File: config.mk
export PLATFORM = sky130hd
export DESIGN_NAME = abld_fifo
export DESIGN_NICKNAME = d
export VERILOG_FILES = /design/src/sv/abld_fifo.sv
export SDC_FILE = /design/constraint.sdc
export NUM_CORES = 1
export LEC_CHECK = 0
export BUFFER_PORTS_ARGS = -buffer_cell sky130_fd_sc_hd__buf_2
export CELL_PAD_IN_SITES_DETAIL_PLACEMENT = 2
export CELL_PAD_IN_SITES_GLOBAL_PLACEMENT = 2
export CORE_MARGIN = 2
export CORE_UTILIZATION = 44
export CTS_CLUSTER_DIAMETER = 40
export CTS_CLUSTER_SIZE = 10
export DETAILED_ROUTE_END_ITERATION = 10
export PLACE_DENSITY_LB_ADDON = 0.1
export SYNTH_ARGS = -nofsm -noshare
export SYNTH_HDL_FRONTEND = slang
export SYNTH_SLANG_ARGS = --single-unit
export TNS_END_PERCENT = 1
File: constraint.sdc
create_clock -name i_clk -period 2.5 [get_ports i_clk]
set_input_delay 0.5 -clock i_clk [delete_from_list [all_inputs] [get_ports i_clk]]
set_output_delay 0.5 -clock i_clk [all_outputs]
set_load 0.02 [all_outputs]
File: src/sv/abld_fifo.sv
// ----------------------------------------------------------------------------
// abld_fifo
// Small register queue with the head visible on the read side.
// ----------------------------------------------------------------------------
module abld_fifo #(
    parameter int WIDTH = 8,
    parameter int DEPTH = 4
) (
    input  logic                       i_clk,
    input  logic                       i_rst_n,
    input  logic                       i_push,
    input  logic [WIDTH-1:0]           i_data,
    input  logic                       i_pop,
    output logic [WIDTH-1:0]           o_data,
    output logic                       o_empty,
    output logic [$clog2(DEPTH+1)-1:0] o_count
);
    localparam int PW = $clog2(DEPTH);
    localparam int CW = $clog2(DEPTH+1);

    logic [WIDTH-1:0] r_mem [DEPTH];
    logic [PW-1:0]    r_wp, r_rp;
    logic [CW-1:0]    r_cnt;

    always_ff @(posedge i_clk) begin
        if (i_push) begin
            r_mem[r_wp] <= i_data;
        end
    end

    always_ff @(posedge i_clk) begin
        if (!i_rst_n) begin
            r_wp  <= '0;
            r_rp  <= '0;
            r_cnt <= '0;
        end else begin
            if (i_push) begin
                r_wp <= r_wp + PW'(1);
            end
            if (i_pop) begin
                r_rp <= r_rp + PW'(1);
            end
            r_cnt <= r_cnt + CW'(i_push) - CW'(i_pop);
        end
    end

    assign o_data  = r_mem[r_rp];
    assign o_empty = (r_cnt == '0);
    assign o_count = r_cnt;
endmodule

==> run_results.csv <==
group,metric,value,unit
sta,period_needed,2.24,ns
logic_synthesis,synth_cell_type_count,17,
sta,grt_setup_unrepaired,"false",
worst_setup_path,slowest_stage,"dfxtp_1",
logic_synthesis,syn-instance-count,84,
cells_and_area,finalNonFillerCells,158,
worst_setup_path,startpoint_type,"register",
cells_and_area,layout-drive-gt1-share,33.0,%
route,detail_route.wl_per_cell,17.6,um
worst_setup_path,worstSetupPathType,"reg -> out",
clocking,clk-insertion-delay-late,0.32,ns
logic_synthesis,yosysSeqAreaShare,71.6,%
power_and_ir_drop,leakage,0.668,nW
worst_setup_path,path_cells,"mux4_2 > buf_2",
job,maxCapViolCount,0,
place,io_buffers,23,
route,vias,805,
logic_synthesis,synth_area,0.00159,sq mm
die,io_pins,24,
route,drc,0,
logic_synthesis,synth_area_per_cell,19.0,sq um
clocking,clkSlewWorstSetupHoldPaths,0.10,ns
cells_and_area,insertedDiodeCount,0,
power_and_ir_drop,p_sw_share,25.6,%
global_routing,grt_max_degree,12,
clocking,clk_path_buf_depth,2,
sta,drv_slew,0,
sta,relSlewSlack,64.4,%
worst_setup_path,end_kind,"output pin",
power_and_ir_drop,irDropWorstVdd,0.000401,V
global_routing,grt_pass1_vias,933,
route,drtPass1Iterations,4,
global_routing,grt_pass1_wl,4660,um
sta,fmax,446,MHz
sta,post-route-period-util,89.6,%
clocking,cts.hold.buffers_added,0,
worst_setup_path,cp.required,2.00,ns
route,highest_layer,"met3",
clocking,cts_tree,"built",
sta,setup_viol,0,
place,dp_hpwl,2150,um
global_routing,antenna_found_initial,0,
power_and_ir_drop,p_int,0.998,mW
sta,hold-worst-slack,0.396,ns
logic_synthesis,syn-num-nets,103,
logic_synthesis,yosysTopAreaCellShare,60.3,%
logic_synthesis,yosysTopAreaCell,"edfxtp_1",
worst_setup_path,arrival,1.74,ns
cells_and_area,fillCellCount,332,
die,core_area,0.00342,sq mm
die,die_h,64.2,um
cells_and_area,nets,131,
power_and_ir_drop,clockPowerShare,21.0,%
die,dieArea,0.00412,sq mm
route,drtIter0Drc,43,
place,dpl.cell_count,151,
die,die_w,64.2,um
place,place_area,0.00175,sq mm
route,antenna_left,0,
power_and_ir_drop,power_density,747,mW/mm^2
sta,fin_skew,0.00132,ns
route,dr_wl_met3,95,um
sta,setup-tns-final,0,ns
global_routing,grt_use_total,15.8,%
die,initial_core_util,46.7,%
worst_setup_path,cp_slowest_stage_delay,0.67,ns
sta,hold_viol,0,
clocking,htreeDepth,2,
sta,tightest_slew,0.533,ns
logic_synthesis,synthTopCellsByArea,"edfxtp_1 (60%), dfxtp_1 (11%), mux4_2 (11%)",
route,wl_met1,1160,um
worst_hold_path,hold_class,"in -> reg",
logic_synthesis,ys_ff_latch,41,
place,routabilityCongestion,0.632,
clocking,numCtsBuffers,5,
die,rows,21,
clocking,clock-sinks,41,
power_and_ir_drop,power_switching,0.343,mW
worst_setup_path,cp_max_fo,8,
power_and_ir_drop,seq_power_share,61.1,%
global_routing,grt-ovfl-total,0,
cells_and_area,area_delta_synth_final,12.6,%
logic_synthesis,ys.warnings.count,0,
cells_and_area,multi_input_area,410,sq um
route,wl_met2,1530,um
cells_and_area,fin_area,0.00180,sq mm
clocking,cts_setup_buffers,0,
cells_and_area,area.sequential,0.00114,sq mm
route,routed_wl,2790,um
cells_and_area,final_util,52.6,%
run_status,status,"finished clean",
clocking,cts_resized,0,
clocking,root_buffer,"clkbuf_4",
power_and_ir_drop,p_comb_share,18.0,%
route,viasPerCell,5.09,
worst paths after layout:
kind               from     endpoint  slack, ns  cells after the start
max reg2reg  o_count[0]   o_count[2]       0.65                      7
min reg2reg     r_wp[1]      r_wp[1]       0.57                      2
max            register    o_data[6]       0.26                      2
min           i_data[4]  r_mem[1][4]       0.40                      1
placed cells by master (no fill, tap or decap), drive strengths merged, types with 2 or more instances in the layout:
cell type / netlist / final
ha: 6 / 6
buf: 1 / 23
dfxtp: 9 / 9
mux4: 8 / 8
nor2: 5 / 5
xnor2: 2 / 2
inv: 7 / 7
and2: 6 / 6
edfxtp: 32 / 32
clkbuf: 1 / 6
state kept, by name (all words and copies together), names as in the netlist, named ones only:
register	cells
o_count	3
r_rp	2
r_wp	2
r_mem	32
critical path, delay by kind of cell (launching register included):
kind                   cells  cell delay (ns)
muxes                      1             0.58
DFF                        1             0.67
buffers and inverters      1             0.17
synthesized netlist by cell type:
| master | count |
|---|---|
| a21bo_2 | 1 |
| a21oi_1 | 1 |
| and2_1 | 6 |
| buf_6 | 1 |
| clkbuf_2 | 1 |
| dfxtp_1 | 9 |
| edfxtp_1 | 32 |
| fa_1 | 1 |
| ha_1 | 6 |
| inv_1 | 7 |
| mux2i_1 | 1 |
| mux4_2 | 8 |
| nand3b_1 | 1 |
| nor2_1 | 5 |
| nor3_1 | 1 |
| xnor2_1 | 2 |
| xor3_1 | 1 |
stage by stage:
step	total power [mW]	setup slack (ns)
after CTS	1.36	0.195
after global routing	1.42	0.0802
after global placement	1.06	0.524
after floorplan	0.994	0.672
final	1.34	0.260
after detailed placement	1.08	0.449
metal layers:
metal  global-route usage [%]  vias up
li1                         -      364
met3                     4.40        0
met2                     27.7       18
met1                     18.5      423
met5                        0        -
met4                     5.59        0
cells by family after synthesis:
group                    share of synthesized area (%)
flip-flops                                        71.6
AND/OR/NAND/NOR                                   4.32
buffers and inverters                             2.67
multiplexers                                      11.9
adder cells (fa/ha/maj)                           5.97
XOR/XNOR                                          2.59
AO/OA/AOI/OAI                                    0.942
power groups by stage:
stage	sequential, mW	clock [mW]	combinational [mW]
2_1_floorplan	0.833	0	0.161
3_3_place_gp	0.830	0	0.233
3_5_place_dp	0.837	0	0.246
4_1_cts	0.822	0.295	0.247
5_1_grt	0.828	0.327	0.267
6_report	0.819	0.281	0.241
layout make-up:
class	count	area share, %
clock buffer	6	2.30
multi-input combinational	34	22.9
tap	46	3.21
timing repair buffer	23	6.41
inverter	7	1.46
sequential	41	63.6
clock inverter	1	0.209
No activity file was read; power rests on OpenSTA's default activity.
