<file path="config.mk">
export PLATFORM = sky130hd
export DESIGN_NAME = abld_front
export DESIGN_NICKNAME = d
export VERILOG_FILES = /design/src/sv/abld_pkg.sv /design/src/sv/abld_front.sv
export SDC_FILE = /design/constraint.sdc
export NUM_CORES = 1
export LEC_CHECK = 0
export BUFFER_PORTS_ARGS = -buffer_cell sky130_fd_sc_hd__buf_4
export CAP_MARGIN = 5
export CORE_MARGIN = 4
export CORE_UTILIZATION = 42
export CTS_CLUSTER_SIZE = 8
export DETAILED_ROUTE_END_ITERATION = 10
export PLACE_DENSITY_LB_ADDON = 0.2
export SYNTH_ARGS = -nofsm -noshare
export SYNTH_HDL_FRONTEND = slang
export SYNTH_SLANG_ARGS = --single-unit
</file>
<file path="constraint.sdc">
create_clock -name i_clk -period 1.7 [get_ports i_clk]
set_clock_uncertainty 0.1 [all_clocks]
set_input_delay 0.085 -clock i_clk [delete_from_list [all_inputs] [get_ports i_clk]]
set_output_delay 0.085 -clock i_clk [all_outputs]
set_load 0.02 [all_outputs]
</file>
<file path="src/sv/abld_pkg.sv">
// ----------------------------------------------------------------------------
// abld_pkg
// Shared types, register codes and arithmetic helpers of the anchor box decoder.
// ----------------------------------------------------------------------------
package abld_pkg;

    localparam int MID_DEPTH = 4;
    localparam int OUT_DEPTH = 8;
    localparam int NUM_ANCHOR_REGS = 4;

    localparam logic signed [15:0] LOG2E_Q14 = 16'sd23637;

    typedef enum logic [2:0] {
        REG_STRIDE    = 3'd0,
        REG_THRESHOLD = 3'd1,
        REG_IN_USE    = 3'd2,
        REG_ANCHOR_0  = 3'd3,
        REG_ANCHOR_1  = 3'd4,
        REG_ANCHOR_2  = 3'd5,
        REG_ANCHOR_3  = 3'd6
    } t_reg_idx;

    typedef logic [NUM_ANCHOR_REGS-1:0][63:0] t_anchor_set;

    typedef struct packed {
        logic               kind;
        logic [7:0]         row;
        logic [7:0]         col;
        logic [1:0]         ai;
        logic [15:0]        score;
        logic signed [15:0] da;
        logic signed [15:0] db;
        logic signed [15:0] dc;
        logic signed [15:0] dd;
    } t_item;

    typedef struct packed {
        logic               kind;
        logic [7:0]         row;
        logic [7:0]         col;
        logic [1:0]         ai;
        logic [15:0]        score;
    } t_meta;

    typedef struct packed {
        t_meta              meta;
        logic signed [15:0] x1;
        logic signed [15:0] y1;
        logic signed [15:0] x2;
        logic signed [15:0] y2;
        logic               clip;
    } t_result;

    typedef struct packed {
        logic signed [15:0] q;
        logic               clip;
    } t_q4;

    // 2^(k/16) in Q.16
    function automatic logic [17:0] pow2_frac(input logic [4:0] k);
        logic [17:0] t;
        case (k)
            5'd0:    t = 18'd65536;
            5'd1:    t = 18'd68438;
            5'd2:    t = 18'd71468;
            5'd3:    t = 18'd74632;
            5'd4:    t = 18'd77936;
            5'd5:    t = 18'd81386;
            5'd6:    t = 18'd84990;
            5'd7:    t = 18'd88752;
            5'd8:    t = 18'd92682;
            5'd9:    t = 18'd96785;
            5'd10:   t = 18'd101070;
            5'd11:   t = 18'd105545;
            5'd12:   t = 18'd110218;
            5'd13:   t = 18'd115098;
            5'd14:   t = 18'd120194;
            5'd15:   t = 18'd125515;
            5'd16:   t = 18'd131072;
            default: t = 18'd131072;
        endcase
        return t;
    endfunction

    // Q.21 to Q12.4, round half up, saturate
    function automatic t_q4 to_q4(input logic signed [50:0] v);
        logic signed [50:0] r;
        t_q4 res;
        r = (v + 51'sd65536) >>> 17;
        res.clip = 1'b0;
        if (r > 51'sd32767) begin
            res.q = 16'sd32767;
            res.clip = 1'b1;
        end else if (r < -51'sd32768) begin
            res.q = -16'sd32768;
            res.clip = 1'b1;
        end else begin
            res.q = r[15:0];
        end
        return res;
    endfunction

endpackage

</file>
<file path="src/sv/abld_front.sv">
// ----------------------------------------------------------------------------
// abld_front
// Takes input items, drops those that yield no result, registers the rest.
// ----------------------------------------------------------------------------
module abld_front #(
    parameter int MAX_ANCHORS = 4,
    parameter int GRID_SIZE   = 256
) (
    input  logic           i_clk,
    input  logic           i_rst_n,
    input  logic           i_accept,
    input  abld_pkg::t_item i_item,
    input  logic [15:0]    i_threshold,
    input  logic [2:0]     i_in_use,
    output logic           o_valid,
    output abld_pkg::t_item o_item
);
    import abld_pkg::*;

    logic  r_valid, n_valid;
    t_item r_item;
    logic  keep;

    always_comb begin
        keep = (i_item.score >= i_threshold)
            && ({1'b0, i_item.ai} < i_in_use)
            && (32'(i_item.ai) < MAX_ANCHORS)
            && (32'(i_item.row) < GRID_SIZE)
            && (32'(i_item.col) < GRID_SIZE);
        n_valid = i_accept && keep;
    end

    always_ff @(posedge i_clk) begin
        if (!i_rst_n) begin
            r_valid <= 1'b0;
        end else begin
            r_valid <= n_valid;
        end
    end

    always_ff @(posedge i_clk) begin
        if (i_accept) begin
            r_item <= i_item;
        end
    end

    assign o_valid = r_valid;
    assign o_item  = r_item;
endmodule

</file>
==> results_dict.tcl <==
set metrics [dict create \
    status "finished, final reports clean" \
    nets 631 \
    cts_buffers 9 \
    fillers 420 \
    startpoint "i_item[76]" \
    wl_mm 11.1 \
    syn_area_um2 3450 \
    synth_ff_type "edfxtp_1" \
    areaGrowthSynthToFinish_pct 88.1 \
    place_area_um2 5290 \
    syn_area_per_cell_um2 21.7 \
    p_int_mw 4.22 \
    routedWlPerCell_um 18.4 \
    postRouteAntennaNets 0 \
    dr_wl_met2_mm 5.94 \
    pwr-share-clk 0.269 \
    crit_path_end_kind "flip-flop" \
    hold_class "in -> reg" \
    synth_warnings 0 \
    grt_pass1_vias 3064 \
    holdWs_ps 27.3 \
    p_sw_mw 1.42 \
    drt_pass1_iterations 4 \
    p_per_area_nw_per_um2 869 \
    route.detailed.drc 0 \
    max_freq_mhz 622 \
    synth_most_common_cell "edfxtp_1" \
    die-area_um2 9740 \
    antenna_cells 0 \
    grt_pass1_wl_mm 16.9 \
    synthTopCellsByArea "edfxtp_1 (86%), ha_1 (6.2%), inv_1 (2.0%)" \
    rows 32 \
    portBuffers 220 \
    routed-via-count 2762 \
    gp_congestion 0.762 \
    clockBufferDepth 2 \
    cts_tree "done" \
    cts_setup_buffers 0 \
    leakage_nw 2.89 \
    critPathMaxFanout 2 \
    drt-initial-drc-count 83 \
    tightestPinTransition_ps 417 \
    cts-root-buf "clkbuf_8" \
    clock-sinks 100 \
    io_pins 221 \
    critPathKind "in -> reg" \
    maxSlewViolCount 0 \
    seq_area_frac_synth 0.866 \
    seqPwrFrac 0.529 \
    antenna_found_initial 0 \
    start_util 0.440 \
    comb_power_share 0.202 \
    dp.cells 484 \
    htreeDepth 3 \
    syn_inst 159 \
    synth_top_area_frac 0.861 \
    crit_path_start_kind "input port" \
    synth-edff-count 99 \
    relSlewSlack 0.722 \
    synthTopCellsByCount "edfxtp_1 (99), inv_1 (18), ha_1 (17), a21oi_1 (4)" \
    setup_violations 0 \
    async_reset_ff_frac 0 \
    grt_usage 0.230 \
    netSwitchingFraction 0.252 \
    die_y_um 98.7 \
    crit_required_ps 1840 \
    grt_max_degree 29 \
    path_clk_slew_ps 80 \
    grt_remaining_overflow 0 \
    m1WireLength_mm 3.95 \
    power_mw 5.64 \
    worst-endpoint-arrival_ps 1750 \
    synth_seq_cells 100 \
    final_hold_viol_count 0 \
    drive_gt1_frac 0.486 \
    synth_cell_types 21 \
    die_w_um 98.7 \
    grt_setup_unrepaired "false" \
    syn_nets 297 \
    dr.max_layer_used "met4" \
    synth_area_leader_cell "edfxtp_1" \
    dp_hpwl_mm 7.25 \
    maxCapViolations 0 \
    min_period_over_period 0.946 \
    finalWorstPathRequiredPeriod_ps 1610 \
    ir_drop_mv 0.421 \
    vias_per_cell 4.60 \
    crit_path_end "o_valid" \
    multiInputGateArea_um2 400 \
    seqCellArea_um2 2990 \
    design_area_um2 6500 \
    wl_met3_um 975 \
    core_um2 7850 \
    fin_cells 600 \
]
==> placed cells by master (no fill, tap or decap), drive strengths merged <==
cell type    instances
clkbuf               9
or4                  1
o211a                1
a21o                 3
clkinv               2
nand4                2
a2111oi              1
o21ai                1
inv                 20
dlygate4sd3        100
nand2                2
o22ai                1
nand3                1
and3                 1
nand2b               3
clkinvlp             2
bufinv               1
nor3                 1
a21oi                4
o311a                1
dfxtp                1
edfxtp              99
buf                223
a221oi               1
ha                  17
==> cells by family after synthesis <==
logic type	Yosys count	synth area share
compound gates	13	0.0322
fa+ha+maj	17	0.0616
buf+inv	18	0.0196
flops	100	0.866
simple gates	11	0.0203
==> worst max-delay path, stage by stage <==
cell           delay [ps]
dlygate4sd3_1         530
buf_4                 140
ha_1                  200
a221oi_1              370
nand2b_1              120
o311a_1               300
==> through the flow <==
step	setup WS, ps	setup TNS, ps	utilization
finish	92.4	0	0.828
global route	33.9	0	0.828
CTS	76.4	0	0.827
detailed placement	-40.6	-40.6	0.675
global placement	3.93	0	0.675
floorplan	193	0	-
==> worst min path at each step <==
stage | start | to | slack, ps | cells past startpoint
after CTS | i_in_use[2] | o_valid | 4 | 3
final | i_in_use[2] | o_valid | 30 | 3
after global placement | i_item[23] | o_item[23] | 160 | 1
after global routing | i_in_use[2] | o_valid | 20 | 3
after floorplan | i_item[0] | o_item[0] | 80 | 0
after detailed placement | i_item[27] | o_item[27] | 160 | 1
==> layer usage <==
layer,global-route usage,up-vias
met1,0.257,1301
met2,0.418,162
met3,0.0736,18
met5,0,-
met4,0.0725,0
li1,-,1281
==> power by group through the flow <==
stage	combinational [mW]	clock [mW]	sequential, mW
final	1.14	1.52	2.99
after global routing	1.21	1.67	3.00
after CTS	1.13	1.54	2.98
after detailed placement	0.940	0	3.03
after global placement	0.920	0	3.02
after floorplan	0.0805	0	3.28
==> repair_timing <==
item	CTS	global route
endpoints found under the setup margin	0	1
gates resized for setup	0	1
hold buffers	100	0
endpoints found under the hold margin	100	0
==> registers in the layout, summed over array words and instances (netlist names) <==
signal	flops
o_item	99
o_valid	1
==> layout make-up <==
cell class	count	area share
timing repair buffer	323	0.417
clock inverter	7	0.0114
tap	102	0.0196
multi-input combinational	41	0.0616
inverter	18	0.0104
clock buffer	9	0.0191
sequential	100	0.461
Power figures use the tool's default switching activity.
